`src/sv/tpfmd_pkg.sv`:
```
// Shared types and constants of the touch point filter, mapper and debouncer.
// Used by tpfmd_filter, tpfmd_axis and touch_point_filter_map_debounce_core.
// Has no dependencies of its own.
package tpfmd_pkg;

  localparam int unsigned RawW   = 16;
  localparam int unsigned PosW   = 12;
  localparam int unsigned TimeW  = 32;
  localparam int unsigned CfgIdxW = 3;
  localparam int unsigned CfgDataW = 16;

  // Median values outside this window are treated as no contact.
  localparam logic [RawW-1:0] EdgeLow     = 16'd100;
  localparam logic [RawW-1:0] EdgeHigh    = 16'd4000;
  // Calibration span used when an axis has an empty range.
  localparam logic [RawW-1:0] DefaultSpan = 16'd4095;

  typedef enum logic [1:0] {
    EvPress   = 2'd0,
    EvRelease = 2'd1,
    EvMove    = 2'd2
  } event_kind_e;

  typedef enum logic [CfgIdxW-1:0] {
    CfgXLow     = 3'd0,
    CfgXHigh    = 3'd1,
    CfgYLow     = 3'd2,
    CfgYHigh    = 3'd3,
    CfgSwap     = 3'd4,
    CfgMirrorX  = 3'd5,
    CfgMirrorY  = 3'd6,
    CfgResistive = 3'd7
  } cfg_idx_e;

  typedef struct packed {
    logic            contact;
    logic [RawW-1:0] x_first;
    logic [RawW-1:0] x_second;
    logic [RawW-1:0] x_third;
    logic [RawW-1:0] y_first;
    logic [RawW-1:0] y_second;
    logic [RawW-1:0] y_third;
  } poll_t;

  typedef struct packed {
    logic            got;
    logic [RawW-1:0] raw_x;
    logic [RawW-1:0] raw_y;
  } point_t;

endpackage

```
`src/sv/tpfmd_filter.sv`:
```
// Point filter: median of three readings per axis and edge rejection in
// resistive mode, first reading otherwise. Depends on tpfmd_pkg.
module tpfmd_filter (
  input  tpfmd_pkg::poll_t  poll_i,
  input  logic              resistive_i,
  output tpfmd_pkg::point_t point_o
);

  function automatic logic [tpfmd_pkg::RawW-1:0] median3(
    input logic [tpfmd_pkg::RawW-1:0] a,
    input logic [tpfmd_pkg::RawW-1:0] b,
    input logic [tpfmd_pkg::RawW-1:0] c
  );
    logic [tpfmd_pkg::RawW-1:0] lo;
    logic [tpfmd_pkg::RawW-1:0] hi;
    logic [tpfmd_pkg::RawW-1:0] mid;
    lo  = (a < b) ? a : b;
    hi  = (a < b) ? b : a;
    mid = (hi < c) ? hi : c;
    return (lo > mid) ? lo : mid;
  endfunction

  logic [tpfmd_pkg::RawW-1:0] med_x;
  logic [tpfmd_pkg::RawW-1:0] med_y;
  logic                       in_window;
  logic                       got;

  always_comb begin
    med_x = median3(poll_i.x_first, poll_i.x_second, poll_i.x_third);
    med_y = median3(poll_i.y_first, poll_i.y_second, poll_i.y_third);
    in_window = (med_x >= tpfmd_pkg::EdgeLow) && (med_x <= tpfmd_pkg::EdgeHigh) &&
                (med_y >= tpfmd_pkg::EdgeLow) && (med_y <= tpfmd_pkg::EdgeHigh);
    got = poll_i.contact && (!resistive_i || in_window);

    point_o.got = got;
    if (!got) begin
      point_o.raw_x = '0;
      point_o.raw_y = '0;
    end else if (resistive_i) begin
      point_o.raw_x = med_x;
      point_o.raw_y = med_y;
    end else begin
      point_o.raw_x = poll_i.x_first;
      point_o.raw_y = poll_i.y_first;
    end
  end

endmodule

```
`src/sv/tpfmd_axis.sv`:
```
// Calibration scaler for one axis: (raw - low) * SIZE / (high - low) with
// truncation toward zero, by a bit-serial restoring divider. Depends on tpfmd_pkg.
module tpfmd_axis #(
  parameter int unsigned SIZE = 320
) (
  input  logic                                   clk_i,
  input  logic                                   rst_ni,
  input  logic                                   start_i,
  input  logic [tpfmd_pkg::RawW-1:0]             raw_i,
  input  logic [tpfmd_pkg::RawW-1:0]             lo_i,
  input  logic [tpfmd_pkg::RawW-1:0]             hi_i,
  output logic                                   busy_o,
  output logic signed [tpfmd_pkg::RawW+$clog2(SIZE+1):0] value_o
);

  localparam int unsigned SW = $clog2(SIZE + 1);
  localparam int unsigned PW = tpfmd_pkg::RawW + SW;
  localparam int unsigned CW = $clog2(PW + 1);
  localparam int unsigned RW = tpfmd_pkg::RawW;

  logic          busy_q, busy_d;
  logic          mul_q, mul_d;
  logic [CW-1:0] cnt_q, cnt_d;
  logic [PW-1:0] num_q, num_d;
  logic [RW-1:0] rem_q, rem_d;
  logic [RW-1:0] den_q, den_d;
  logic          neg_q, neg_d;

  logic          empty;
  logic [RW-1:0] lo_eff;
  logic [RW-1:0] den_eff;
  logic          below;
  logic [RW-1:0] mag;
  logic [RW:0]   trial;
  logic [RW:0]   trial_sub;
  logic          fits;
  logic [PW:0]   q_ext;

  always_comb begin
    empty   = hi_i <= lo_i;
    lo_eff  = empty ? '0 : lo_i;
    den_eff = empty ? tpfmd_pkg::DefaultSpan : (hi_i - lo_i);
    below   = raw_i < lo_eff;
    mag     = below ? (lo_eff - raw_i) : (raw_i - lo_eff);

    // One quotient bit per cycle; the remainder always stays below the divisor.
    trial     = {rem_q, num_q[PW-1]};
    fits      = trial >= {1'b0, den_q};
    trial_sub = trial - {1'b0, den_q};

    busy_d = busy_q;
    mul_d  = 1'b0;
    cnt_d  = cnt_q;
    num_d  = num_q;
    rem_d  = rem_q;
    den_d  = den_q;
    neg_d  = neg_q;
    if (start_i) begin
      busy_d = 1'b1;
      mul_d  = 1'b1;
      num_d  = PW'(mag);
      den_d  = den_eff;
      neg_d  = below;
    end else if (mul_q) begin
      num_d = PW'(num_q[RW-1:0] * 32'(SIZE));
      rem_d = '0;
      cnt_d = CW'(PW);
    end else if (busy_q) begin
      rem_d = fits ? trial_sub[RW-1:0] : trial[RW-1:0];
      num_d = {num_q[PW-2:0], fits};
      cnt_d = cnt_q - 1'b1;
      if (cnt_q == CW'(1)) begin
        busy_d = 1'b0;
      end
    end
  end

  always_ff @(posedge clk_i or negedge rst_ni) begin
    if (!rst_ni) begin
      busy_q <= 1'b0;
      mul_q  <= 1'b0;
      cnt_q  <= '0;
    end else begin
      busy_q <= busy_d;
      mul_q  <= mul_d;
      cnt_q  <= cnt_d;
    end
  end

  always_ff @(posedge clk_i) begin
    num_q <= num_d;
    rem_q <= rem_d;
    den_q <= den_d;
    neg_q <= neg_d;
  end

  assign q_ext   = {1'b0, num_q};
  assign value_o = neg_q ? -$signed(q_ext) : $signed(q_ext);
  assign busy_o  = busy_q;

endmodule

```
`src/sv/touch_point_filter_map_debounce_core.sv`:
```
// Top level of the touch point filter, mapper and debouncer.
// Depends on tpfmd_pkg, tpfmd_filter and tpfmd_axis.
//
// Usage:
//   One input transaction is one panel poll (contact flag, three X and three
//   Y readings, poll time). It is accepted when in_valid_i is high and
//   in_stall_o is low. Each poll gives zero or one result transaction (press,
//   release or move) on the output channel, which is taken when out_valid_o
//   is high and out_stall_i is low. Configuration registers are written
//   through cfg_we_i, cfg_idx_i and cfg_wdata_i. The user must write them only
//   while no poll is in progress; the block itself does not enforce this.
//   Polls are processed one at a time. A touched poll passes through filter,
//   launch, the multiply step, the bit-serial division of both axes in
//   parallel, the check that both dividers are done, map, decide and the idle
//   state that accepts the next poll. A poll without a valid point goes from
//   filter straight to decide and then back to idle.
//   A result waits in the output register while the receiver stalls; the
//   next poll is accepted and processed meanwhile, and only its own result
//   waits for the register to free up.
//   Reset clears the touch state, last position and time, and loads the
//   calibration defaults (0..4095 on both axes, resistive mode on).
module touch_point_filter_map_debounce_core #(
  parameter int unsigned PANEL_WIDTH        = 320,
  parameter int unsigned PANEL_HEIGHT       = 240,
  parameter int unsigned DEBOUNCE_WINDOW_MS = 30
) (
  input  logic                               clk_i,
  input  logic                               rst_ni,
  input  logic                               cfg_we_i,
  input  logic [tpfmd_pkg::CfgIdxW-1:0]      cfg_idx_i,
  input  logic [tpfmd_pkg::CfgDataW-1:0]     cfg_wdata_i,
  input  logic                               in_valid_i,
  output logic                               in_stall_o,
  input  logic                               contact_i,
  input  logic [tpfmd_pkg::RawW-1:0]         x_first_i,
  input  logic [tpfmd_pkg::RawW-1:0]         x_second_i,
  input  logic [tpfmd_pkg::RawW-1:0]         x_third_i,
  input  logic [tpfmd_pkg::RawW-1:0]         y_first_i,
  input  logic [tpfmd_pkg::RawW-1:0]         y_second_i,
  input  logic [tpfmd_pkg::RawW-1:0]         y_third_i,
  input  logic [tpfmd_pkg::TimeW-1:0]        now_ms_i,
  output logic                               out_valid_o,
  input  logic                               out_stall_i,
  output logic [1:0]                         event_kind_o,
  output logic [tpfmd_pkg::PosW-1:0]         x_pos_o,
  output logic [tpfmd_pkg::PosW-1:0]         y_pos_o,
  output logic [tpfmd_pkg::RawW-1:0]         raw_x_o,
  output logic [tpfmd_pkg::RawW-1:0]         raw_y_o,
  output logic [tpfmd_pkg::TimeW-1:0]        event_time_ms_o
);

  localparam int unsigned RW  = tpfmd_pkg::RawW;
  localparam int unsigned PW  = tpfmd_pkg::PosW;
  localparam int unsigned TW  = tpfmd_pkg::TimeW;
  localparam int unsigned XPW = RW + $clog2(PANEL_WIDTH + 1);
  localparam int unsigned YPW = RW + $clog2(PANEL_HEIGHT + 1);
  localparam int unsigned VW  = ((XPW > YPW) ? XPW : YPW) + 2;

  localparam logic signed [VW-1:0] XSize = VW'(PANEL_WIDTH);
  localparam logic signed [VW-1:0] YSize = VW'(PANEL_HEIGHT);
  localparam logic signed [VW-1:0] XMax  = VW'(PANEL_WIDTH - 1);
  localparam logic signed [VW-1:0] YMax  = VW'(PANEL_HEIGHT - 1);
  localparam logic [PW-1:0]        XLast = PW'(PANEL_WIDTH - 1);
  localparam logic [PW-1:0]        YLast = PW'(PANEL_HEIGHT - 1);
  localparam logic [TW-1:0]        DebWin = TW'(DEBOUNCE_WINDOW_MS);

  typedef enum logic [5:0] {
    StIdle   = 6'b000001,
    StFilter = 6'b000010,
    StLaunch = 6'b000100,
    StDivide = 6'b001000,
    StMap    = 6'b010000,
    StDecide = 6'b100000
  } state_e;

  // Configuration registers.
  logic [RW-1:0] cal_x_low_q, cal_x_high_q, cal_y_low_q, cal_y_high_q;
  logic          swap_q, mirror_x_q, mirror_y_q, resistive_q;

  always_ff @(posedge clk_i or negedge rst_ni) begin
    if (!rst_ni) begin
      cal_x_low_q  <= '0;
      cal_x_high_q <= tpfmd_pkg::DefaultSpan;
      cal_y_low_q  <= '0;
      cal_y_high_q <= tpfmd_pkg::DefaultSpan;
      swap_q       <= 1'b0;
      mirror_x_q   <= 1'b0;
      mirror_y_q   <= 1'b0;
      resistive_q  <= 1'b1;
    end else if (cfg_we_i) begin
      unique case (tpfmd_pkg::cfg_idx_e'(cfg_idx_i))
        tpfmd_pkg::CfgXLow:      cal_x_low_q  <= cfg_wdata_i;
        tpfmd_pkg::CfgXHigh:     cal_x_high_q <= cfg_wdata_i;
        tpfmd_pkg::CfgYLow:      cal_y_low_q  <= cfg_wdata_i;
        tpfmd_pkg::CfgYHigh:     cal_y_high_q <= cfg_wdata_i;
        tpfmd_pkg::CfgSwap:      swap_q       <= cfg_wdata_i[0];
        tpfmd_pkg::CfgMirrorX:   mirror_x_q   <= cfg_wdata_i[0];
        tpfmd_pkg::CfgMirrorY:   mirror_y_q   <= cfg_wdata_i[0];
        tpfmd_pkg::CfgResistive: resistive_q  <= cfg_wdata_i[0];
        default: ;
      endcase
    end
  end

  // Control and tracking state.
  state_e        state_q, state_d;
  logic          touch_down_q, touch_down_d;
  logic [TW-1:0] last_change_q, last_change_d;
  logic [PW-1:0] last_x_q, last_x_d;
  logic [PW-1:0] last_y_q, last_y_d;
  logic          out_valid_q, out_valid_d;

  // Per-poll working registers.
  tpfmd_pkg::poll_t  poll_q, poll_d;
  logic [TW-1:0]     now_q, now_d;
  tpfmd_pkg::point_t point_q, point_d;
  logic [PW-1:0]     px_q, px_d;
  logic [PW-1:0]     py_q, py_d;

  // Output register payload.
  logic [1:0]    kind_q, kind_d;
  logic [PW-1:0] out_x_q, out_x_d;
  logic [PW-1:0] out_y_q, out_y_d;
  logic [RW-1:0] out_rx_q, out_rx_d;
  logic [RW-1:0] out_ry_q, out_ry_d;
  logic [TW-1:0] out_t_q, out_t_d;

  tpfmd_pkg::point_t point_comb;
  logic              in_accept;
  logic              axis_start;
  logic              x_busy, y_busy;
  logic signed [XPW:0] x_val;
  logic signed [YPW:0] y_val;

  logic signed [VW-1:0] xv, yv, xs, ys, xm, ym;
  logic [PW-1:0]        px_clamp, py_clamp;

  logic          change;
  logic          in_window;
  logic          moved;
  logic          has_result;
  logic          out_free;
  logic [TW-1:0] elapsed;

  tpfmd_filter u_filter (
    .poll_i      (poll_q),
    .resistive_i (resistive_q),
    .point_o     (point_comb)
  );

  tpfmd_axis #(
    .SIZE (PANEL_WIDTH)
  ) u_axis_x (
    .clk_i   (clk_i),
    .rst_ni  (rst_ni),
    .start_i (axis_start),
    .raw_i   (point_q.raw_x),
    .lo_i    (cal_x_low_q),
    .hi_i    (cal_x_high_q),
    .busy_o  (x_busy),
    .value_o (x_val)
  );

  tpfmd_axis #(
    .SIZE (PANEL_HEIGHT)
  ) u_axis_y (
    .clk_i   (clk_i),
    .rst_ni  (rst_ni),
    .start_i (axis_start),
    .raw_i   (point_q.raw_y),
    .lo_i    (cal_y_low_q),
    .hi_i    (cal_y_high_q),
    .busy_o  (y_busy),
    .value_o (y_val)
  );

  assign in_stall_o = (state_q != StIdle);
  assign in_accept  = in_valid_i && !in_stall_o;
  assign axis_start = (state_q == StLaunch);

  // Swap, mirror and clamp of the scaled position.
  always_comb begin
    xv = VW'(x_val);
    yv = VW'(y_val);
    xs = swap_q ? yv : xv;
    ys = swap_q ? xv : yv;
    xm = mirror_x_q ? (XMax - xs) : xs;
    ym = mirror_y_q ? (YMax - ys) : ys;
    if (xm < 0) begin
      px_clamp = '0;
    end else if (xm >= XSize) begin
      px_clamp = XLast;
    end else begin
      px_clamp = xm[PW-1:0];
    end
    if (ym < 0) begin
      py_clamp = '0;
    end else if (ym >= YSize) begin
      py_clamp = YLast;
    end else begin
      py_clamp = ym[PW-1:0];
    end
  end

  // Debounce and event decision.
  always_comb begin
    change     = point_q.got != touch_down_q;
    elapsed    = now_q - last_change_q;
    in_window  = elapsed < DebWin;
    moved      = point_q.got && ((px_q != last_x_q) || (py_q != last_y_q));
    has_result = change ? !in_window : moved;
    out_free   = !out_valid_q || !out_stall_i;
  end

  always_comb begin
    state_d       = state_q;
    touch_down_d  = touch_down_q;
    last_change_d = last_change_q;
    last_x_d      = last_x_q;
    last_y_d      = last_y_q;
    out_valid_d   = out_valid_q && out_stall_i;
    poll_d        = poll_q;
    now_d         = now_q;
    point_d       = point_q;
    px_d          = px_q;
    py_d          = py_q;
    kind_d        = kind_q;
    out_x_d       = out_x_q;
    out_y_d       = out_y_q;
    out_rx_d      = out_rx_q;
    out_ry_d      = out_ry_q;
    out_t_d       = out_t_q;

    unique case (state_q)
      StIdle: begin
        if (in_accept) begin
          poll_d.contact  = contact_i;
          poll_d.x_first  = x_first_i;
          poll_d.x_second = x_second_i;
          poll_d.x_third  = x_third_i;
          poll_d.y_first  = y_first_i;
          poll_d.y_second = y_second_i;
          poll_d.y_third  = y_third_i;
          now_d           = now_ms_i;
          state_d         = StFilter;
        end
      end
      StFilter: begin
        point_d = point_comb;
        state_d = point_comb.got ? StLaunch : StDecide;
      end
      StLaunch: begin
        state_d = StDivide;
      end
      StDivide: begin
        if (!x_busy && !y_busy) begin
          state_d = StMap;
        end
      end
      StMap: begin
        px_d    = px_clamp;
        py_d    = py_clamp;
        state_d = StDecide;
      end
      StDecide: begin
        if (!has_result) begin
          state_d = StIdle;
        end else if (out_free) begin
          out_valid_d = 1'b1;
          out_rx_d    = point_q.raw_x;
          out_ry_d    = point_q.raw_y;
          out_t_d     = now_q;
          if (change) begin
            touch_down_d  = point_q.got;
            last_change_d = now_q;
          end
          if (change && !point_q.got) begin
            kind_d  = tpfmd_pkg::EvRelease;
            out_x_d = last_x_q;
            out_y_d = last_y_q;
          end else begin
            kind_d   = change ? tpfmd_pkg::EvPress : tpfmd_pkg::EvMove;
            out_x_d  = px_q;
            out_y_d  = py_q;
            last_x_d = px_q;
            last_y_d = py_q;
          end
          state_d = StIdle;
        end
      end
      default: begin
        state_d = StIdle;
      end
    endcase
  end

  always_ff @(posedge clk_i or negedge rst_ni) begin
    if (!rst_ni) begin
      state_q       <= StIdle;
      touch_down_q  <= 1'b0;
      last_change_q <= '0;
      last_x_q      <= '0;
      last_y_q      <= '0;
      out_valid_q   <= 1'b0;
    end else begin
      state_q       <= state_d;
      touch_down_q  <= touch_down_d;
      last_change_q <= last_change_d;
      last_x_q      <= last_x_d;
      last_y_q      <= last_y_d;
      out_valid_q   <= out_valid_d;
    end
  end

  always_ff @(posedge clk_i) begin
    poll_q   <= poll_d;
    now_q    <= now_d;
    point_q  <= point_d;
    px_q     <= px_d;
    py_q     <= py_d;
    kind_q   <= kind_d;
    out_x_q  <= out_x_d;
    out_y_q  <= out_y_d;
    out_rx_q <= out_rx_d;
    out_ry_q <= out_ry_d;
    out_t_q  <= out_t_d;
  end

  assign out_valid_o     = out_valid_q;
  assign event_kind_o    = kind_q;
  assign x_pos_o         = out_x_q;
  assign y_pos_o         = out_y_q;
  assign raw_x_o         = out_rx_q;
  assign raw_y_o         = out_ry_q;
  assign event_time_ms_o = out_t_q;

  // The dividers are never running while the block waits for a new poll.
  assert property (@(posedge clk_i) disable iff (!rst_ni)
    (state_q == StIdle) |-> (!x_busy && !y_busy))
    else $error("axis divider busy while idle");

  // A new touch is only recorded together with a press transaction.
  assert property (@(posedge clk_i) disable iff (!rst_ni)
    $rose(touch_down_q) |-> (out_valid_o && (event_kind_o == tpfmd_pkg::EvPress)))
    else $error("touch recorded without a press transaction");

  // The remembered position always lies on the panel.
  assert property (@(posedge clk_i) disable iff (!rst_ni)
    ({1'b0, last_x_q} < 13'(PANEL_WIDTH)) && ({1'b0, last_y_q} < 13'(PANEL_HEIGHT)))
    else $error("last position outside the panel");

endmodule

```
`config.mk`:
```
export PLATFORM = sky130hd
export DESIGN_NAME = touch_point_filter_map_debounce_core
export DESIGN_NICKNAME = d
export VERILOG_FILES = /design/src/sv/tpfmd_pkg.sv /design/src/sv/tpfmd_filter.sv /design/src/sv/tpfmd_axis.sv /design/src/sv/touch_point_filter_map_debounce_core.sv
export SDC_FILE = /design/constraint.sdc
export NUM_CORES = 1
export LEC_CHECK = 0
export BUFFER_PORTS_ARGS = -buffer_cell sky130_fd_sc_hd__buf_4
export CORE_MARGIN = 3
export CORE_UTILIZATION = 48
export CTS_BUF_LIST = sky130_fd_sc_hd__clkbuf_8 sky130_fd_sc_hd__clkbuf_16
export DETAILED_ROUTE_END_ITERATION = 7
export PLACE_DENSITY_LB_ADDON = 0.2
export SYNTH_ARGS = -nofsm -noshare
export SYNTH_HDL_FRONTEND = slang
export SYNTH_SLANG_ARGS = --single-unit
```
`constraint.sdc`:
```
create_clock -name clk_i -period 10.38 [get_ports clk_i]
set_input_delay 0.519 -clock clk_i [delete_from_list [all_inputs] [get_ports clk_i]]
set_output_delay 0.519 -clock clk_i [all_outputs]
set_load 0.01 [all_outputs]
```
==> results of run 1 <==
worst max-delay path, delay by kind of cell (launching register included):
| kind | cells | cell delay (ps) |
|---|---|---|
| flip-flops | 1 | 500 |
| adder cells (fa/ha/maj) | 3 | 1010 |
| buffers and inverters | 2 | 570 |
| AND/OR/NAND/NOR | 7 | 1800 |
| AO/OA/AOI/OAI | 17 | 5350 |
worst paths after layout:
check / start / to / slack, ps / cells past startpoint
min in group asynchronous: rst_ni / last_change_q[4] / 530 / 2
max: poll_q[39] / point_q[5] / 970 / 29
max in group asynchronous: rst_ni / cal_x_high_q[14] / 8340 / 3
max reg2reg: poll_q[39] / point_q[5] / 970 / 29
min: y_third_i[2] / poll_q[2] / 60 / 1
min reg2reg: now_q[23] / event_time_ms_o[23] / 480 / 0
metal layers:
| metal | up-vias | global-route usage |
|---|---|---|
| met2 | 702 | 0.3797 |
| met5 | - | 0 |
| met4 | 0 | 0.05962 |
| li1 | 14250 | - |
| met1 | 13910 | 0.3408 |
| met3 | 111 | 0.02980 |
cells by family after synthesis:
kind of cell	count (synthesis)	synth area share
fa+ha+maj	361	0.1281
flops	536	0.4056
buf+inv	496	0.04974
other cells	1	0.00009986
xor+xnor	182	0.04245
compound gates	990	0.1691
mux	276	0.07916
simple gates	936	0.1257
stage by stage:
step,utilization,instance area [µm²]
finish,0.5550,42580
global placement,0.5274,40460
detailed placement,0.5274,40460
global route,0.5550,42580
CTS,0.5549,42570
floorplan,-,37580
power by group through the flow:
stage / clock (mW) / combinational, mW / sequential (mW)
after floorplan: 0 / 5.61 / 3.33
after global placement: 0 / 7.23 / 3.49
after detailed placement: 0 / 7.27 / 3.51
after CTS: 2.27 / 7.33 / 3.47
after global routing: 2.36 / 8.28 / 3.54
final: 2.22 / 7.38 / 3.47
registers in the layout (all words and copies together) (netlist names), 24 cells and up:
register / flops
now_q: 32
u_axis_x.num_q: 25
point_q: 33
event_time_ms_o: 32
last_change_q: 32
poll_q: 97
u_axis_y.num_q: 24
synth_stat cells, types with 20 or more instances:
cell	instances	area (µm²)
edfxtp_1	374	11230
inv_1	351	1318
ha_1	322	4029
nand2_1	312	1171
o21ai_0	276	1381
a21oi_1	253	1266
mux2_2	165	1858
nor2_1	133	499.2
clkbuf_1	123	461.7
dfrtp_1	119	2978
xnor2_1	118	1033
mux2i_1	110	1101
a21o_1	92	690.7
nor3_1	75	375.4
xor2_1	64	560.5
nand3_1	61	305.3
nand4_1	51	319.1
nor2b_1	51	319.1
a211oi_1	47	352.8
fa_1	39	780.8
nor4_1	37	231.5
nand2b_1	34	212.7
and3_1	32	200.2
o211ai_1	32	240.2
and2_1	31	193.9
a31oi_1	26	162.7
dfstp_2	26	683.2
o21a_1	26	195.2
o21bai_1	26	195.2
or2_2	26	162.7
o31ai_1	25	187.7
or3_1	22	137.6
o41ai_1	20	175.2
repair_timing:
item                                    in CTS  in global routing
hold buffers                                 1                  0
endpoints found under the setup margin       0                 23
hold endpoints to repair                    24                  0
gates resized for setup                      0                  2
final cells by class:
class	instances	area, µm²
fillers	6872	34130
multi-input cells	2752	20540
flip-flops and latches	536	15230
repair buffers	277	2086
clock buffers	77	1803
inverters	354	1331
well taps	1030	1289
clock inverters	34	294.0
diodes	1	2.502
==> results by group, run 1 <==
Run status
  – Outcome: completed

Cells and area
  – Nets: roughly 4.5k
  – Most frequent cells in the layout: 374 x edfxtp_1, 358 x inv_1, 322 x ha_1
  – Finished Layout Cells: approximately 5k
  – Layout cells sized above 1: 0.1591
  – Commonest non-fill, non-tap cell in the layout: edfxtp_1
  – P&R area growth vs syn: 13.37%

Synthesis
  – Top FF cell, synth: edfxtp_1
  – Cell variety after synth: 89
  – Sequential cell area fraction in the yosys report: 0.4056
  – Synth Register Bits: between 500 and 600
  – EDFF count, synth: around 370
  – Synth Cell Area: between 30000 and 40000 µm²
  – YS warnings: 0
  – Asr flop ratio synth: 0.2705
  – Gate count of the mapped netlist: 3778
  – Syn avg cell area: approximately 10 µm²

Setup path
  – Critical path class: reg2reg
  – Crit-path max FO: 42
  – Worst Path Arrival: about 9800 ps
  – CP max stage delay: around 570 ps
  – CP required: 10820 ps
  – Worst path slowest cell: a21oi_1
  – CP Capture Type: flop
  – Worst Setup Start Kind: flop

Floorplanning
  – Core area: between 70000 and 80000 µm²
  – Die H: about 290 µm
  – FP Rows: between 100 and 150
  – I/O pins: approximately 250
  – Starting Density: 0.4896
  – Die W: around 290 µm
  – Die area: slightly above 80000 µm²

Timing
  – Final hold vios: 0
  – Slew at the pin closest to its max-slew limit: 1277 ps
  – Hold WS: between 60 and 70 ps
  – Fin. max-slew vios: 0
  – Setup ws final: 972.7 ps
  – Slew Limit Headroom: 0.1485
  – Final Skew: between 15 and 20 ps
  – RSZ-0062 raised after global routing: false
  – Post-layout min period: ~9400 ps
  – Setup TNS: 0 ps
  – Final period util: 0.9063
  – # setup viols final: 0
  – Fmax: 0.1063 GHz

Placement
  – Place WS: between 700 and 800 ps
  – DP Wirelength: 75280 µm
  – Placed cells: approximately 4.9k
  – Global placer's final weighted congestion: 0.9370
  – Port bufs: approximately 240

Power and ir drop
  – Sw Ratio: 0.4364
  – Int Power: 7.373 mW
  – Total power: 13.08 mW
  – Sw Pwr: around 5.7 mW
  – Clock Power Share: 0.170
  – Lkg Pwr: around 18 nW
  – Peak VDD IR: approximately 0.16 mV
  – PD cells: about 310 nW/µm²
  – Comb power frac: 0.564
  – Reg power frac: 0.265

Drt
  – Routed WL: around 98000 µm
  – Routed wl met2: between 40000 and 50000 µm
  – Via count: 28.97k
  – Initial detailed-routing violation count: approximately 2.3k
  – DR top layer: met4
  – Drt wl/cell: between 15 and 20 µm
  – DR DRC count: 0
  – First-pass detailed-route iteration total: 8
  – Wire length on met3: 4675 µm
  – M1 wire length: between 40000 and 50000 µm
  – Routed Antenna Nets: 0
  – Vias per inst: approximately 5.7

Clocking
  – H-tree levels: 2
  – Max Buffers Root-to-Sink: 3
  – Clock-pin slew on the worst setup and hold paths: about 60 ps
  – Skew-Pair Late Insertion Delay: between 600 and 700 ps
  – CTS root buf: clkbuf_16
  – # clock sinks: between 500 and 600
  – Num CTS Buffers: 59
  – CTS tree: done
  – # Post-CTS Setup Buffers: 0

GRT
  – Total global routing track utilization: 0.2368
  – Initial antenna violation count: 1
  – Number of global-route vias before repair: 27.96k
  – First-pass GRT wire length: between 150000 and 200000 µm
  – Largest net degree at the start of global routing: 81
  – GRT Residual Overflow: 0

Job
  – MaxCap Viol Count: 0

Min path
  – Hold/Removal Path Class: in2reg
No activity file was read; power rests on OpenSTA's default activity.
==> inputs of run 2 (changes only) <==
Settings changed: MAX_ROUTING_LAYER set to met4, PLACE_DENSITY set to 0.73, PLACE_DENSITY_LB_ADDON 0.2 to not set.
==> results by group, run 2 (synthesis gave the netlist of run 1 again) <==
Timing
  – Final hold vios: 0 (unchanged)
  – Post-layout min period: 9348 ps (-59.79 ps)
  – Setup ws final: 1032 ps (+59.79 ps)
  – Hold WS: 5.391 ps (-59.23 ps)
  – Fmax: 0.1070 GHz (+0.64%)
  – # setup viols final: 0 (unchanged)
  – Slew at the pin closest to its max-slew limit: 1227 ps (-50.75 ps)
  – Fin. max-slew vios: 0 (unchanged)
  – RSZ-0062 raised after global routing: false
  – Slew Limit Headroom: 0.1823 (+0.03383)
  – Final period util: 0.9005 (-0.005760)
  – Setup TNS: 0 ps (unchanged)
  – Final Skew: 22.57 ps (+6.268 ps)

Setup path
  – R2R Setup Slk: 1030 ps (+60 ps)
  – Worst Setup Start Kind: flop
  – End of the critical path: point_q[7]
  – Worst path slowest cell: nand3_1
  – CP max stage delay: 680 ps (+110 ps)
  – Path depth of the worst reg2reg path: 29 (unchanged)
  – Crit-path max FO: 23 (-45%)
  – Worst Path Arrival: 9750 ps (-90 ps)
  – CP required: 10780 ps (-40 ps)
  – CP Capture Type: flop
  – R2r startpoint: poll_q[43]
  – Critical path class: reg2reg
  – Crit path from: poll_q[43]
  – R2R Path End: point_q[7]

GRT
  – Largest net degree at the start of global routing: 82 (+1.2%)
  – Global routing's busiest layer: met2
  – Met1 Track Usage GR: 0.3313 (-0.009473)
  – GRT Residual Overflow: 0 (unchanged)
  – Initial antenna violation count: 0 (-1)
  – Met2 Use GR: 0.3958 (+0.01610)
  – First-pass GRT wire length: 157900 µm (+0.91%)
  – Met3 Track Usage GR: 0.02789 (-0.001912)
  – Number of global-route vias before repair: 28.77k (+2.9%)
  – Total global routing track utilization: 0.2460 (+0.009263)

Cells and area
  – P&R area growth vs syn: 13.13%
  – Final Cell Area: 42490 µm² (-0.21%)
  – Top flop regs: poll_q x97, point_q x33
  – Largest register FFs: 97 (unchanged)
  – Finished Layout Cells: 5057 (-0.079%)
  – Util after Layout: 0.5539 (-0.001175)
  – Commonest non-fill, non-tap cell in the layout: edfxtp_1
  – Layout cells sized above 1: 0.1587 (-0.0003782)
  – Most frequent cells in the layout: 374 x edfxtp_1, 355 x inv_1, 322 x ha_1
  – Top reg by flops: poll_q
  – Nets: 4493 (-0.022%)
  – Fillers: 6765 (-1.6%)
  – # diodes: 0 (-1)

Drt
  – First-pass detailed-route iteration total: 5 (-3)
  – Routed Antenna Nets: 0 (unchanged)
  – Routed WL: 99110 µm (+1.0%)
  – Drt wl/cell: 19.60 µm (+1.1%)
  – DR DRC count: 0 (unchanged)
  – Via count: 29.29k (+1.1%)
  – Vias per inst: 5.793 (+1.2%)
  – Initial detailed-routing violation count: 2718 (+16%)

Power and ir drop
  – Total power: 13.07 mW (about the same)
  – PD cells: 307.7 nW/µm² (+0.15%)
  – Peak VDD IR: 0.2091 mV (+30%)
  – Lkg Pwr: 18.07 nW (-0.41%)

Floorplanning
  – Starting Density: 0.4896 (unchanged)
  – Core area: 76710 µm² (unchanged)
  – Die H: 285.7 µm (unchanged)
  – I/O pins: 245 (unchanged)
  – FP Rows: 101 (unchanged)
  – Die area: 81630 µm² (unchanged)
  – Die W: 285.7 µm (unchanged)

Clocking
  – # clock sinks: 536 (unchanged)
  – H-tree levels: 2 (unchanged)
  – Max Buffers Root-to-Sink: 3 (unchanged)
  – CTS root buf: clkbuf_16
  – CTS tree: done
  – Hold Buf Count CTS: 0 (-1)
  – Clock-pin slew on the worst setup and hold paths: 60 ps (about the same)
  – Num CTS Buffers: 58 (-1.7%)
  – # Post-CTS Setup Buffers: 0 (unchanged)
  – Skew-Pair Late Insertion Delay: 620 ps (about the same)

Placement
  – Place WS: 855.1 ps (+120.3 ps)
  – DP Wirelength: 75830 µm (+0.73%)
  – Placed cells: 4949 (+0.020%)
  – Port bufs: 244 (unchanged)
  – Global placer's final weighted congestion: 0.9574 (+2.2%)
  – Placement Cell Area: 40480 µm² (about the same)

Run status
  – Outcome: completed

Job
  – MaxCap Viol Count: 0 (unchanged)

Min path
  – Hold/Removal Path Class: in2async
## run 2: changes by cell type in the layout (fill, tap and decap cells not counted), moves of 3 or more
cell and change:
clkbuf_16 -6, clkinvlp_4 +4, inv_1 -3, inv_6 +3, clkbuf_8 -4
## run 2: metal layers
layer / vias to the layer above / wire length, µm
met5: - / 0
met1: 14110 / 44540
met4: 0 / 2708
met3: 128 / 5102
met2: 789 / 46760
li1: 14260 / -
## run 2: where the power goes
part	switching [mW]	internal [mW]	leakage, nW
sequential	0.485	2.98	5.37
clock	0.886	1.28	1.00
combinational	4.38	3.07	11.7
total	5.75	7.33	18.1
## run 2: how the worst min path moves through the flow
stage	to	cells past startpoint	startpoint	slack [ps]
6_report	last_change_q[13]	1	rst_ni	5
5_1_grt	poll_q[80]	1	x_first_i[0]	40
4_1_cts	last_change_q[25]	1	rst_ni	20
3_5_place_dp	event_time_ms_o[9]	0	now_q[9]	470
3_3_place_gp	event_time_ms_o[0]	0	now_q[0]	470
2_1_floorplan	cal_x_high_q[12]	0	rst_ni	220
## run 2: final cells by class
class / instances / area [µm²] / share of cell area
multi-input combinational: 2752 / 20540 / 0.4835
clock buffer: 67 / 1598 / 0.03761
timing repair buffer: 277 / 2083 / 0.04903
inverter: 354 / 1331 / 0.03133
sequential: 536 / 15230 / 0.3586
tap: 1030 / 1289 / 0.03033
clock inverter: 41 / 410.4 / 0.009660
## run 2: what timing repair did
item | 4_1_cts | 5_1_grt
hold endpoints to repair | 0 | 0
endpoints found under the setup margin | 0 | 23
resized for setup | 0 | 1
## run 2: worst max-delay path, delay by kind of cell, from the launching register on
family | cells | cell delay, ps
AO/OA/AOI/OAI | 15 | 4670
adder cells (fa/ha/maj) | 3 | 980
buffers and inverters | 2 | 560
flip-flops | 1 | 510
AND/OR/NAND/NOR | 9 | 2380
